`src/rtl/core/ewpd_pkg.sv`:
```
// Shared types, constants and character tables for the encoded word payload decoder.
// No dependencies; imported by every module of the block.
`timescale 1ns / 1ps

package ewpd_pkg;

  localparam int unsigned QueueDepthDefault = 2;

  localparam logic        ModeBase64 = 1'b0;
  localparam logic        ModeQ      = 1'b1;

  localparam logic [7:0]  CharPad        = 8'h3D;
  localparam logic [7:0]  CharUnderscore = 8'h5F;
  localparam logic [7:0]  CharSpace      = 8'h20;

  // Escape phases of Q decoding
  localparam logic [1:0]  EscNone  = 2'd0;
  localparam logic [1:0]  EscEqual = 2'd1;
  localparam logic [1:0]  EscHigh  = 2'd2;

  typedef enum logic [2:0] {
    ErrOk        = 3'd0,
    ErrBadChar   = 3'd1,
    ErrBadLength = 3'd2,
    ErrPadding   = 3'd3,
    ErrBadHex    = 3'd4,
    ErrTruncated = 3'd5
  } err_code_e;

  // Results caused by one character: up to three bytes, first in data[0]
  typedef struct packed {
    logic [2:0][7:0] data;
    logic [1:0]      last_idx;
    err_code_e       err;
  } bundle_t;

  // Bit 6 set: character is in the Base64 alphabet, bits 5:0 hold its value
  function automatic logic [6:0] b64_value(input logic [7:0] c);
    logic [6:0] v;
    v = 7'd0;
    if (c inside {[8'h41:8'h5A]}) begin
      v = {1'b1, 6'(c - 8'h41)};
    end else if (c inside {[8'h61:8'h7A]}) begin
      v = {1'b1, 6'(c - 8'h61 + 8'd26)};
    end else if (c inside {[8'h30:8'h39]}) begin
      v = {1'b1, 6'(c - 8'h30 + 8'd52)};
    end else if (c == 8'h2B) begin
      v = {1'b1, 6'd62};
    end else if (c == 8'h2F) begin
      v = {1'b1, 6'd63};
    end
    return v;
  endfunction

  // Bit 4 set: strict hex digit, bits 3:0 hold its value
  function automatic logic [4:0] hex_value(input logic [7:0] c);
    logic [4:0] v;
    v = 5'd0;
    if (c inside {[8'h30:8'h39]}) begin
      v = {1'b1, 4'(c - 8'h30)};
    end else if (c inside {[8'h41:8'h46]}) begin
      v = {1'b1, 4'(c - 8'h41 + 8'd10)};
    end else if (c inside {[8'h61:8'h66]}) begin
      v = {1'b1, 4'(c - 8'h61 + 8'd10)};
    end
    return v;
  endfunction

endpackage

```
`src/rtl/core/ewpd_front.sv`:
```
// Front end: accepts characters, keeps the Base64 and Q decoding state and
// classifies each character into a result bundle. Depends on ewpd_pkg.
`timescale 1ns / 1ps

module ewpd_front import ewpd_pkg::*; (
  input  logic       clk_i,
  input  logic       rst_ni,
  input  logic       cfg_we_i,
  input  logic       cfg_wdata_i,
  input  logic       accept_i,
  input  logic [7:0] char_i,
  input  logic       eot_i,
  output logic       push_o,
  output bundle_t    bundle_o
);

  logic        mode_q, mode_d;
  logic        drop_q, drop_d;
  logic [23:0] bits_q, bits_d;
  logic [1:0]  pos_q, pos_d;
  logic [1:0]  pad_q, pad_d;
  logic [1:0]  esc_q, esc_d;
  logic [3:0]  hi_q, hi_d;

  logic [6:0]  b64;
  logic [4:0]  hex;
  logic        is_pad;
  logic [1:0]  pad_new;
  logic [23:0] bits_new;
  logic        fail;
  err_code_e   fail_code;

  assign b64      = b64_value(char_i);
  assign hex      = hex_value(char_i);
  assign is_pad   = (char_i == CharPad);
  assign pad_new  = pad_q + {1'b0, is_pad};
  assign bits_new = {bits_q[17:0], (b64[6] ? b64[5:0] : 6'd0)};

  always_comb begin
    mode_d    = mode_q;
    drop_d    = drop_q;
    bits_d    = bits_q;
    pos_d     = pos_q;
    pad_d     = pad_q;
    esc_d     = esc_q;
    hi_d      = hi_q;
    fail      = 1'b0;
    fail_code = ErrOk;
    push_o    = 1'b0;
    bundle_o  = '{data: bits_new, last_idx: 2'd0, err: ErrOk};

    if (accept_i && !drop_q) begin
      if (mode_q == ModeBase64) begin
        if (b64[6]) begin
          if (pad_q != 2'd0) begin
            fail      = 1'b1;
            fail_code = ErrPadding;
          end
        end else if (is_pad) begin
          if (pos_q < 2'd2 && pad_q == 2'd0) begin
            fail      = 1'b1;
            fail_code = ErrPadding;
          end
        end else begin
          fail      = 1'b1;
          fail_code = ErrBadChar;
        end

        if (!fail) begin
          if (pos_q != 2'd3) begin
            if (eot_i) begin
              fail      = 1'b1;
              fail_code = ErrBadLength;
            end else begin
              bits_d = bits_new;
              pos_d  = pos_q + 2'd1;
              pad_d  = pad_new;
            end
          end else if (pad_new != 2'd0 && !eot_i) begin
            fail      = 1'b1;
            fail_code = ErrPadding;
          end else begin
            // Group complete: most significant byte goes out first
            push_o            = 1'b1;
            bundle_o.data[0]  = bits_new[23:16];
            bundle_o.data[1]  = bits_new[15:8];
            bundle_o.data[2]  = bits_new[7:0];
            bundle_o.last_idx = 2'd2 - pad_new;
            bits_d            = '0;
            pos_d             = '0;
            pad_d             = '0;
          end
        end
      end else begin
        case (esc_q)
          EscEqual: begin
            if (eot_i) begin
              fail      = 1'b1;
              fail_code = ErrTruncated;
            end else if (!hex[4]) begin
              fail      = 1'b1;
              fail_code = ErrBadHex;
            end else begin
              hi_d  = hex[3:0];
              esc_d = EscHigh;
            end
          end
          EscHigh: begin
            if (!hex[4]) begin
              fail      = 1'b1;
              fail_code = ErrBadHex;
            end else begin
              push_o           = 1'b1;
              bundle_o.data[0] = {hi_q, hex[3:0]};
              esc_d            = EscNone;
              hi_d             = '0;
            end
          end
          default: begin
            if (is_pad) begin
              if (eot_i) begin
                fail      = 1'b1;
                fail_code = ErrTruncated;
              end else begin
                esc_d = EscEqual;
              end
            end else begin
              push_o           = 1'b1;
              bundle_o.data[0] = (char_i == CharUnderscore) ? CharSpace : char_i;
            end
          end
        endcase
      end

      if (fail) begin
        push_o            = 1'b1;
        bundle_o.data     = '0;
        bundle_o.last_idx = 2'd0;
        bundle_o.err      = fail_code;
        drop_d            = 1'b1;
      end
    end

    // End of text returns every decoding register to its idle value
    if (accept_i && eot_i) begin
      drop_d = 1'b0;
      bits_d = '0;
      pos_d  = '0;
      pad_d  = '0;
      esc_d  = EscNone;
      hi_d   = '0;
    end

    if (cfg_we_i) begin
      mode_d = cfg_wdata_i;
      drop_d = 1'b0;
      bits_d = '0;
      pos_d  = '0;
      pad_d  = '0;
      esc_d  = EscNone;
      hi_d   = '0;
    end
  end

  always_ff @(posedge clk_i or negedge rst_ni) begin
    if (!rst_ni) begin
      mode_q <= ModeBase64;
      drop_q <= 1'b0;
      bits_q <= '0;
      pos_q  <= '0;
      pad_q  <= '0;
      esc_q  <= EscNone;
      hi_q   <= '0;
    end else begin
      mode_q <= mode_d;
      drop_q <= drop_d;
      bits_q <= bits_d;
      pos_q  <= pos_d;
      pad_q  <= pad_d;
      esc_q  <= esc_d;
      hi_q   <= hi_d;
    end
  end

endmodule

```
`src/rtl/core/ewpd_queue.sv`:
```
// Short bundle queue between the front and back ends.
// Depends on ewpd_pkg for the bundle type.
`timescale 1ns / 1ps

module ewpd_queue import ewpd_pkg::*; #(
  parameter int unsigned Depth = QueueDepthDefault
) (
  input  logic    clk_i,
  input  logic    rst_ni,
  input  logic    push_i,
  input  bundle_t push_data_i,
  output logic    full_o,
  input  logic    pop_i,
  output bundle_t head_o,
  output logic    empty_o
);

  localparam int unsigned PtrW = (Depth > 1) ? $clog2(Depth) : 1;
  localparam int unsigned CntW = $clog2(Depth + 1);
  localparam logic [PtrW-1:0] PtrLast = PtrW'(Depth - 1);
  localparam logic [CntW-1:0] CntFull = CntW'(Depth);

  bundle_t         mem_q [Depth];
  logic [PtrW-1:0] wr_q, wr_d;
  logic [PtrW-1:0] rd_q, rd_d;
  logic [CntW-1:0] cnt_q, cnt_d;
  logic            do_push, do_pop;

  assign full_o  = (cnt_q == CntFull);
  assign empty_o = (cnt_q == '0);
  assign do_push = push_i && !full_o;
  assign do_pop  = pop_i && !empty_o;
  assign head_o  = mem_q[rd_q];

  always_comb begin
    wr_d  = wr_q;
    rd_d  = rd_q;
    cnt_d = cnt_q;
    if (do_push) begin
      wr_d = (wr_q == PtrLast) ? '0 : wr_q + 1'b1;
    end
    if (do_pop) begin
      rd_d = (rd_q == PtrLast) ? '0 : rd_q + 1'b1;
    end
    if (do_push && !do_pop) begin
      cnt_d = cnt_q + 1'b1;
    end else if (do_pop && !do_push) begin
      cnt_d = cnt_q - 1'b1;
    end
  end

  always_ff @(posedge clk_i or negedge rst_ni) begin
    if (!rst_ni) begin
      wr_q  <= '0;
      rd_q  <= '0;
      cnt_q <= '0;
    end else begin
      wr_q  <= wr_d;
      rd_q  <= rd_d;
      cnt_q <= cnt_d;
    end
  end

  always_ff @(posedge clk_i) begin
    if (do_push) begin
      mem_q[wr_q] <= push_data_i;
    end
  end

endmodule

```
`src/rtl/core/ewpd_back.sv`:
```
// Back end: walks the bundle at the head of the queue and hands out one
// result per transaction. Depends on ewpd_pkg.
`timescale 1ns / 1ps

module ewpd_back import ewpd_pkg::*; (
  input  logic       clk_i,
  input  logic       rst_ni,
  input  bundle_t    head_i,
  input  logic       empty_i,
  output logic       pop_o,
  output logic       valid_o,
  input  logic       ready_i,
  output logic [7:0] byte_o,
  output err_code_e  err_o,
  output logic       last_o
);

  logic [1:0] idx_q, idx_d;
  logic       xfer;

  assign valid_o = !empty_i;
  assign byte_o  = head_i.data[idx_q];
  assign err_o   = head_i.err;
  assign last_o  = (idx_q == head_i.last_idx);
  assign xfer    = valid_o && ready_i;
  assign pop_o   = xfer && last_o;

  always_comb begin
    idx_d = idx_q;
    if (xfer) begin
      // Advance within the bundle, rewind once its last result has gone
      idx_d = last_o ? 2'd0 : idx_q + 2'd1;
    end
  end

  always_ff @(posedge clk_i or negedge rst_ni) begin
    if (!rst_ni) begin
      idx_q <= '0;
    end else begin
      idx_q <= idx_d;
    end
  end

endmodule

```
`src/rtl/core/encoded_word_payload_decoder.sv`:
```
// Top level of the encoded word payload decoder (Base64 and Q payloads).
// Depends on ewpd_pkg, ewpd_front, ewpd_queue and ewpd_back.
//
//   Channel   Direction  Handshake               Payload
//   s_axis    in         tvalid / tready         tdata[7:0] in_char, tlast end_of_text
//   m_axis    out        tvalid / tready         tdata[7:0] out_byte, [10:8] error_code,
//                                                tlast last_of_run
//   cfg       in         cfg_we_i                cfg_wdata_i decode_mode
//
// A character is accepted every cycle while the bundle queue has room; the
// front end classifies it in the same cycle. The back end gives one result
// per cycle while the output is ready, so a full Base64 group gives three
// results and the queue absorbs the difference. Reset clears the mode to
// Base64 and empties the queue; a stall on the output holds its result.
`timescale 1ns / 1ps

module encoded_word_payload_decoder import ewpd_pkg::*; #(
  parameter int unsigned QueueDepth = QueueDepthDefault
) (
  input  logic        clk_i,
  input  logic        rst_ni,
  input  logic        cfg_we_i,
  input  logic        cfg_wdata_i,
  input  logic        s_axis_tvalid,
  output logic        s_axis_tready,
  input  logic [7:0]  s_axis_tdata,   // [7:0] in_char
  input  logic        s_axis_tlast,   // end_of_text
  output logic        m_axis_tvalid,
  input  logic        m_axis_tready,
  output logic [15:0] m_axis_tdata,   // [7:0] out_byte, [10:8] error_code, zero above
  output logic        m_axis_tlast    // last_of_run
);

  logic      accept;
  logic      push;
  bundle_t   push_data;
  logic      full;
  logic      empty;
  logic      pop;
  bundle_t   head;
  logic [7:0] out_byte;
  err_code_e out_err;

  assign s_axis_tready = !full;
  assign accept        = s_axis_tvalid && s_axis_tready;

  ewpd_front u_front (
    .clk_i       (clk_i),
    .rst_ni      (rst_ni),
    .cfg_we_i    (cfg_we_i),
    .cfg_wdata_i (cfg_wdata_i),
    .accept_i    (accept),
    .char_i      (s_axis_tdata),
    .eot_i       (s_axis_tlast),
    .push_o      (push),
    .bundle_o    (push_data)
  );

  ewpd_queue #(
    .Depth (QueueDepth)
  ) u_queue (
    .clk_i       (clk_i),
    .rst_ni      (rst_ni),
    .push_i      (push),
    .push_data_i (push_data),
    .full_o      (full),
    .pop_i       (pop),
    .head_o      (head),
    .empty_o     (empty)
  );

  ewpd_back u_back (
    .clk_i   (clk_i),
    .rst_ni  (rst_ni),
    .head_i  (head),
    .empty_i (empty),
    .pop_o   (pop),
    .valid_o (m_axis_tvalid),
    .ready_i (m_axis_tready),
    .byte_o  (out_byte),
    .err_o   (out_err),
    .last_o  (m_axis_tlast)
  );

  assign m_axis_tdata = {5'd0, out_err, out_byte};

endmodule

```
`config.mk`:
```
export PLATFORM = sky130hd
export DESIGN_NAME = encoded_word_payload_decoder
export DESIGN_NICKNAME = d
export VERILOG_FILES = /design/src/rtl/core/ewpd_pkg.sv /design/src/rtl/core/ewpd_front.sv /design/src/rtl/core/ewpd_queue.sv /design/src/rtl/core/ewpd_back.sv /design/src/rtl/core/encoded_word_payload_decoder.sv
export SDC_FILE = /design/constraint.sdc
export NUM_CORES = 1
export LEC_CHECK = 0
export BUFFER_PORTS_ARGS = -buffer_cell sky130_fd_sc_hd__buf_4
export CORE_MARGIN = 2
export CORE_UTILIZATION = 55
export DETAILED_ROUTE_END_ITERATION = 10
export HOLD_SLACK_MARGIN = 0.12
export MAX_ROUTING_LAYER = met4
export PLACE_DENSITY = 0.73
export SETUP_SLACK_MARGIN = 0.05
export SYNTH_ARGS = -nofsm -noshare
export SYNTH_HDL_FRONTEND = slang
export SYNTH_SLANG_ARGS = --single-unit
```
`constraint.sdc`:
```
create_clock -name clk_i -period 6.55 [get_ports clk_i]
set_input_delay 0 -clock clk_i [delete_from_list [all_inputs] [get_ports clk_i]]
set_output_delay 0 -clock clk_i [all_outputs]
set_load 0.01 [all_outputs]
```
======== After elaboration in Yosys (flattened, before gate mapping) ========
Memory sizes are Yosys's and may differ from the RTL's.
Index checks and enable logic that the tools add are counted.
word-level totals
  output and inout bits ................... 19
  register bits ........................... 36
  bits of input ports ..................... 15
  memories kept ........................... 1
  bits in writable memories ............... 58
  word-level logic and storage cells ...... 204
operators by class
  reduce and logical (&&, ||, !) cells .... 36
  muxes and demuxes ....................... 114
  equality and inequality tests ........... 17
  $add $sub $neg .......................... 15
  order comparisons ....................... 10
memory list
  name           depth  width  rd ports  clocked after memory_dff  wr ports  RTL line          text
  u_queue.mem_q  2      29     1         0                         1         ewpd_queue.sv:23  bundle_t mem_q [Depth];
operator list
  kind                                                            count
  two-way mux 18 bit                                              8
  two-way mux 26 bit                                              3
  two-way mux 2 bit                                               31
  two-way mux 29 bit                                              2
  two-way mux 8 bit                                               5
  two-way mux 7 bit                                               5
  less-or-equal comparator 8 x 7 -> 1 bit, second input constant  4
  two-way mux 1 bit                                               31
  two-way mux 3 bit                                               10
  two-way mux 4 bit                                               7
  == test 8 x 6 -> 1 bit, second input constant                   3
  binary-select mux 8 bit (select 2 bit)                          1
  >= comparator 8 x 7 -> 1 bit, second input constant             2
  logical AND 1 bit                                               16
  two-way mux 16 bit                                              1
  case mux 8 bit (2 select lines)                                 1
  two-way mux 5 bit                                               3
  subtractor 6 bit, second input constant                         2
  nonzero test 3 bit                                              3
  adder 4 bit, second input constant                              2
  == test 8 x 7 -> 1 bit, second input constant                   1
  >= comparator 8 x 6 -> 1 bit, second input constant             1
  less-or-equal comparator 8 x 6 -> 1 bit, second input constant  1
  inequality test 4 x 2 -> 1 bit, second input constant           2
  other kinds (32)                                                47

======== Logic depth before layout (Yosys ltp) ========
  word-level depth ........................ 19
  mapped depth ............................ 19
  depth with buffers taken out ............ 17

======== By module ========
From an unflattened synthesis, not the netlist that was laid out.
unflattened totals
  cells, all modules ...................... 557
  area, all modules ....................... 6118.4 sq um
by module, submodules not included
  module                        area each (sq um)  seq. area each (sq um)  cells an instance  times used
  ewpd_front                    3323.2             750.7                   393                1
  ewpd_queue                    2407.3             1841.8                  109                1
  ewpd_back                     336.6              50.0                    47                 1
  encoded_word_payload_decoder  51.3               0.0                     8                  1

======== Worst setup path after synthesis ========
OpenSTA, ideal clock, no wires.
  path type ............................... input port to flip-flop
  start point ............................. in s_axis_tdata[1]
  end point ............................... mem u_queue.mem_q[0][0] (netlist name) (enable)
  library setup time ...................... 418 ps
  data arrival time ....................... 3545 ps
  buffers on the path ..................... 2
  slack ................................... 2587 ps
  cell stages on the path ................. 16
  cells stage by stage .................... buf_4 inv_1 ha_1 nand4_1 inv_1 buf_2 ha_1 xnor2_1 ha_1 nor2_1 nand2_1 o21ai_0 o21bai_2 a21oi_2 a21oi_1 nor2b_1
between the ends
  longest elaborated chain between the ends .. 17
RTL lines
  what                                                                                   RTL line                            text
  start, declared                                                                        encoded_word_payload_decoder.sv:26  input logic [7:0] s_axis_tdata,
  parallel branches: the longest is 12 deep, another holds >= comparator 8 x 6 -> 1 bit  -
  two-way mux 1 bit *                                                                    ewpd_front.sv:135                   if (fail) begin
  two-way mux 1 bit *                                                                    ewpd_front.sv:52                    if (accept_i && !drop_q) begin
  logical AND 1 bit *                                                                    ewpd_queue.sv:31                    assign do_push = push_i && !full_o;
  via u_queue.do_push                                                                    ewpd_queue.sv:27                    logic do_push, do_pop;
  two-way mux 1 bit *                                                                    ewpd_queue.sv:65                    if (do_push) begin
  two-way mux 1 bit (implied by the code) *                                              ewpd_queue.sv:66                    mem_q[wr_q] <= push_data_i;
  end, declared                                                                          ewpd_queue.sv:23
Mark *: on every way through the listed nets, which the timed path passes. The select of a mux whose other input is x is not followed.

==> run_summary.xml <==
<?xml version="1.0" encoding="UTF-8"?>
<metrics>
  <group name="run_status">
    <metric name="run_status" unit="">completed</metric>
  </group>
  <group name="timing">
    <metric name="layout_min_cycle_time" unit="ns">3.418</metric>
    <metric name="rsz_0062_raised_after_global_routing" unit="">false</metric>
    <metric name="maxClockFrequency" unit="GHz">0.2926</metric>
    <metric name="worst_rel_slew_slack" unit="%">38.86</metric>
    <metric name="fin_skew" unit="ns">0.01970</metric>
    <metric name="setup_viol" unit="">0</metric>
    <metric name="timing_worst_slew_pin_value" unit="ns">0.9093</metric>
    <metric name="setup_total_negative_slack" unit="ns">0</metric>
    <metric name="fin_crit_sh" unit="%">52.18</metric>
    <metric name="timing.final.max_slew_violations" unit="">0</metric>
    <metric name="finalHoldViolations" unit="">0</metric>
    <metric name="final_critical_path_setup_slack" unit="ns">3.132</metric>
  </group>
  <group name="detailed_routing">
    <metric name="vias" unit="">4405</metric>
    <metric name="wl_per_cell" unit="um">21.46</metric>
    <metric name="drt-vias-per-instance" unit="">6.431</metric>
    <metric name="drc" unit="">0</metric>
    <metric name="drt_iter0_drc" unit="">348</metric>
    <metric name="drt.antenna.violating_nets" unit="">0</metric>
    <metric name="routed_wirelength" unit="mm">14.70</metric>
    <metric name="drt_pass1_iterations" unit="">7</metric>
  </group>
  <group name="clocking">
    <metric name="clockBufferDepth" unit="">2</metric>
    <metric name="clkSlewWorstSetupHoldPaths" unit="ns">0.10</metric>
    <metric name="cts_tree" unit="">built</metric>
    <metric name="numClockSinks" unit="">94</metric>
    <metric name="clock_insertion_delay_worst_skew" unit="ns">0.37</metric>
    <metric name="cts.repair_timing.setup_buffer_count" unit="">0</metric>
    <metric name="cts_repair_resize_count" unit="">0</metric>
    <metric name="cts_root_cell" unit="">sky130_fd_sc_hd__clkbuf_8</metric>
    <metric name="cts_buffers" unit="">9</metric>
    <metric name="cts_htree_levels" unit="">3</metric>
  </group>
  <group name="synth">
    <metric name="synth_area_leader_cell" unit="">sky130_fd_sc_hd__edfxtp_1</metric>
    <metric name="postSynthRegisterBits" unit="">94</metric>
    <metric name="synth_enable_flop_cells" unit="">58</metric>
    <metric name="ys_types" unit="">77</metric>
    <metric name="netlist_instances" unit="">519</metric>
    <metric name="synth-warning-count" unit="">0</metric>
    <metric name="syn_area" unit="mm^2">0.005622</metric>
    <metric name="synth_ff_type" unit="">sky130_fd_sc_hd__edfxtp_1</metric>
    <metric name="synth_top_area_share" unit="%">30.98</metric>
    <metric name="synthTopCellsByArea" unit="">sky130_fd_sc_hd__edfxtp_1 31%, sky130_fd_sc_hd__dfrtp_1 16%, sky130_fd_sc_hd__ha_1 4.7%</metric>
    <metric name="async_reset_ff_share" unit="%">38.30</metric>
    <metric name="yosysSeqAreaShare" unit="%">47.01</metric>
    <metric name="syn_avg_cell_area" unit="um^2">10.83</metric>
  </group>
  <group name="pwr">
    <metric name="p_leak" unit="uW">0.002454</metric>
    <metric name="power_density" unit="mW/mm^2">292.9</metric>
    <metric name="vdd_drop_max" unit="V">0.0001729</metric>
  </group>
  <group name="worst_hold_path">
    <metric name="timing.hold.worst_endpoint" unit="">u_front.hi_q[3]</metric>
    <metric name="timing.hold.worst_path_depth" unit="">4</metric>
    <metric name="min_from" unit="">s_axis_tvalid</metric>
    <metric name="min_path_type" unit="">in2reg</metric>
  </group>
  <group name="grt">
    <metric name="grt.overflow.total" unit="">0</metric>
    <metric name="number_of_antenna_violations_at_the_first_check_in_global_routing" unit="">0</metric>
    <metric name="first_global_vias" unit="">4198</metric>
    <metric name="wire_length_of_the_first_global_routing_pass" unit="mm">23.14</metric>
    <metric name="grt_use_total" unit="%">28.05</metric>
    <metric name="grt_start_max_net_pins" unit="">35</metric>
  </group>
  <group name="worst_setup_path">
    <metric name="worstPathRequired" unit="ns">6.77</metric>
    <metric name="worst_path_dominant_cell_family" unit="">compound AO/OA/AOI/OAI gates</metric>
    <metric name="startpoint_kind_of_the_worst_setup_timing_path" unit="">input pin</metric>
    <metric name="r2r-start" unit="">u_front.esc_q[1]</metric>
    <metric name="critical_path.most_common_cell" unit="">sky130_fd_sc_hd__ha_1</metric>
    <metric name="crit_path_end_kind" unit="">flip-flop</metric>
    <metric name="crit_arrival" unit="ns">3.64</metric>
    <metric name="rrSetupSlack" unit="ns">3.48</metric>
    <metric name="critical_path.startpoint" unit="">s_axis_tdata[2]</metric>
    <metric name="worst_r2r_path_depth" unit="">11</metric>
    <metric name="rr_endpoint" unit="">u_queue.mem_q[0][9]</metric>
    <metric name="timing.critical_path.fanout_max" unit="">12</metric>
    <metric name="critPathSlowestCell" unit="">sky130_fd_sc_hd__a2111oi_0</metric>
    <metric name="critPathKind" unit="">in2reg</metric>
    <metric name="crit_chain" unit="">buf_4 &gt; ha_1 &gt; nand4_1 &gt; inv_1 &gt; ha_1 &gt; xnor2_1 &gt; ha_1 &gt; nor2_1 &gt; nor2b_1 &gt; o21ai_1 &gt; a21oi_1 &gt; o21ai_0 &gt; a2111oi_0 &gt; buf_4</metric>
    <metric name="critical_path.max_stage_delay" unit="ns">0.57</metric>
    <metric name="worstPathBufferInverterCount" unit="">3</metric>
  </group>
  <group name="floorplan">
    <metric name="initial_core_util" unit="%">56.99</metric>
    <metric name="height_of_the_die" unit="um">105.1</metric>
    <metric name="floorplan.die_area" unit="mm^2">0.01105</metric>
    <metric name="placeableCoreArea" unit="mm^2">0.009864</metric>
    <metric name="core.rowCount" unit="">36</metric>
    <metric name="die_w" unit="um">105.1</metric>
    <metric name="ioPinCount" unit="">34</metric>
  </group>
  <group name="cells_and_area">
    <metric name="fin_nets" unit="">583</metric>
    <metric name="antenna_cells" unit="">0</metric>
    <metric name="post_layout_nonfiller_instances" unit="">685</metric>
    <metric name="layout_commonest_cell" unit="">sky130_fd_sc_hd__edfxtp_1</metric>
    <metric name="syn_to_final_growth" unit="%">10.15</metric>
    <metric name="final_util" unit="%">62.77</metric>
    <metric name="mostFrequentLayoutCells" unit="">58 x sky130_fd_sc_hd__edfxtp_1, 36 x sky130_fd_sc_hd__dfrtp_1, 35 x sky130_fd_sc_hd__buf_4</metric>
    <metric name="layout-drive-gt1-share" unit="%">15.94</metric>
  </group>
  <group name="placement">
    <metric name="gp_congestion" unit="">1.018</metric>
    <metric name="detailed_place_hpwl" unit="mm">10.71</metric>
    <metric name="buffer_ports.inserted" unit="">28</metric>
    <metric name="dpl_worst_slack" unit="ns">2.883</metric>
    <metric name="dp.cells" unit="">659</metric>
  </group>
  <group name="job">
    <metric name="max_cap_violations" unit="">0</metric>
  </group>
</metrics>
-- cells in the mapped netlist (all sizes together) (6+ instances only) --
master,n
clkbuf,11
mux2i,14
mux2,10
nor2,30
nand2b,7
nand3,10
nand2,33
o2bb2ai,6
a22o,20
o21ai,32
nor2b,7
ha,21
a211oi,6
o31ai,6
inv,29
xnor2,10
o22ai,13
a21oi,25
buf,21
and2,13
edfxtp,58
mux4,8
a21o,6
dfrtp,36
-- sequential cells by signal, summed over array words and instances (netlist names) --
register and count:
u_front.bits_q 18, u_front.esc_q 2, u_front.hi_q 4, u_queue.rd_q 1
u_front.pad_q 2, u_front.pos_q 2, u_front.mode_q 1, u_queue.cnt_q 2
u_queue.wr_q 1, u_back.idx_q 2, u_front.drop_q 1, u_queue.mem_q 58
-- worst min-delay path: stages --
cell and delay (ns):
sky130_fd_sc_hd__buf_4 0.09, sky130_fd_sc_hd__a31oi_1 0.13, sky130_fd_sc_hd__o31ai_1 0.19, sky130_fd_sc_hd__o21ai_0 0.10
-- logic make-up (layout without fill, tap and decap cells) --
| family | Yosys count | in the layout | synth area share, % |
|---|---|---|---|
| other | 1 | 5 | 0.06671 |
| adders and majority gates | 21 | 21 | 4.674 |
| DFF | 94 | 94 | 47.01 |
| AOI/OAI and AO/OA | 161 | 161 | 20.52 |
| buffers and inverters | 61 | 90 | 4.985 |
| and+or+nand+nor | 134 | 134 | 12.71 |
| xor gates and xnor gates | 15 | 15 | 2.337 |
| muxes | 32 | 32 | 7.701 |
-- worst max-delay path by stage --
stage,end,slack (ns),cells past startpoint
2_1_floorplan,u_queue.mem_q[0][0],2.59,16
3_3_place_gp,u_queue.mem_q[0][23],2.97,15
3_5_place_dp,u_queue.mem_q[0][0],2.88,15
4_1_cts,u_queue.mem_q[0][17],3.24,15
5_1_grt,u_queue.mem_q[0][17],2.91,15
6_report,u_queue.mem_q[1][7],3.13,14
-- where the power goes --
group | switching (uW) | internal, uW | total, uW | leakage (uW)
Combinational | 349 | 287 | 636 | 0.00133
Clock | 209 | 179 | 388 | 0.0000933
Sequential | 59.5 | 730 | 789 | 0.00103
Total | 617 | 1200 | 1810 | 0.00245
-- per-layer routing --
metal	track usage, %	part of all wire, %	up-vias
met5	-	0	-
li1	-	-	2014
met2	44.76	49	186
met3	5.115	6.5	34
met4	8.952	2.4	0
met1	36.59	42	2171
-- layout make-up --
class	count	area (um^2)
clock buffers	10	127.6
clock inverters	6	67.56
fillers	796	3672
inverters	29	108.9
multi-input cells	368	2716
flip-flops and latches	94	2643
well taps	133	166.4
repair buffers	45	362.8
-- timing repair --
action	in CTS	in global routing
endpoints found under the hold margin	45	0
hold buffers	10	0
setup endpoints to repair	0	0
-- stage by stage --
step / hold WS (ns) / total power [uW] / cell area (um^2)
after floorplan: -0.2956 / 1206 / 5637
after global placement: -0.02141 / 1412 / 5897
after detailed placement: -0.01095 / 1428 / 5897
after CTS: 0.1631 / 1818 / 6192
after global routing: 0.1988 / 1904 / 6192
final: 0.1798 / 1814 / 6192
No activity file was read; power rests on OpenSTA's default activity.
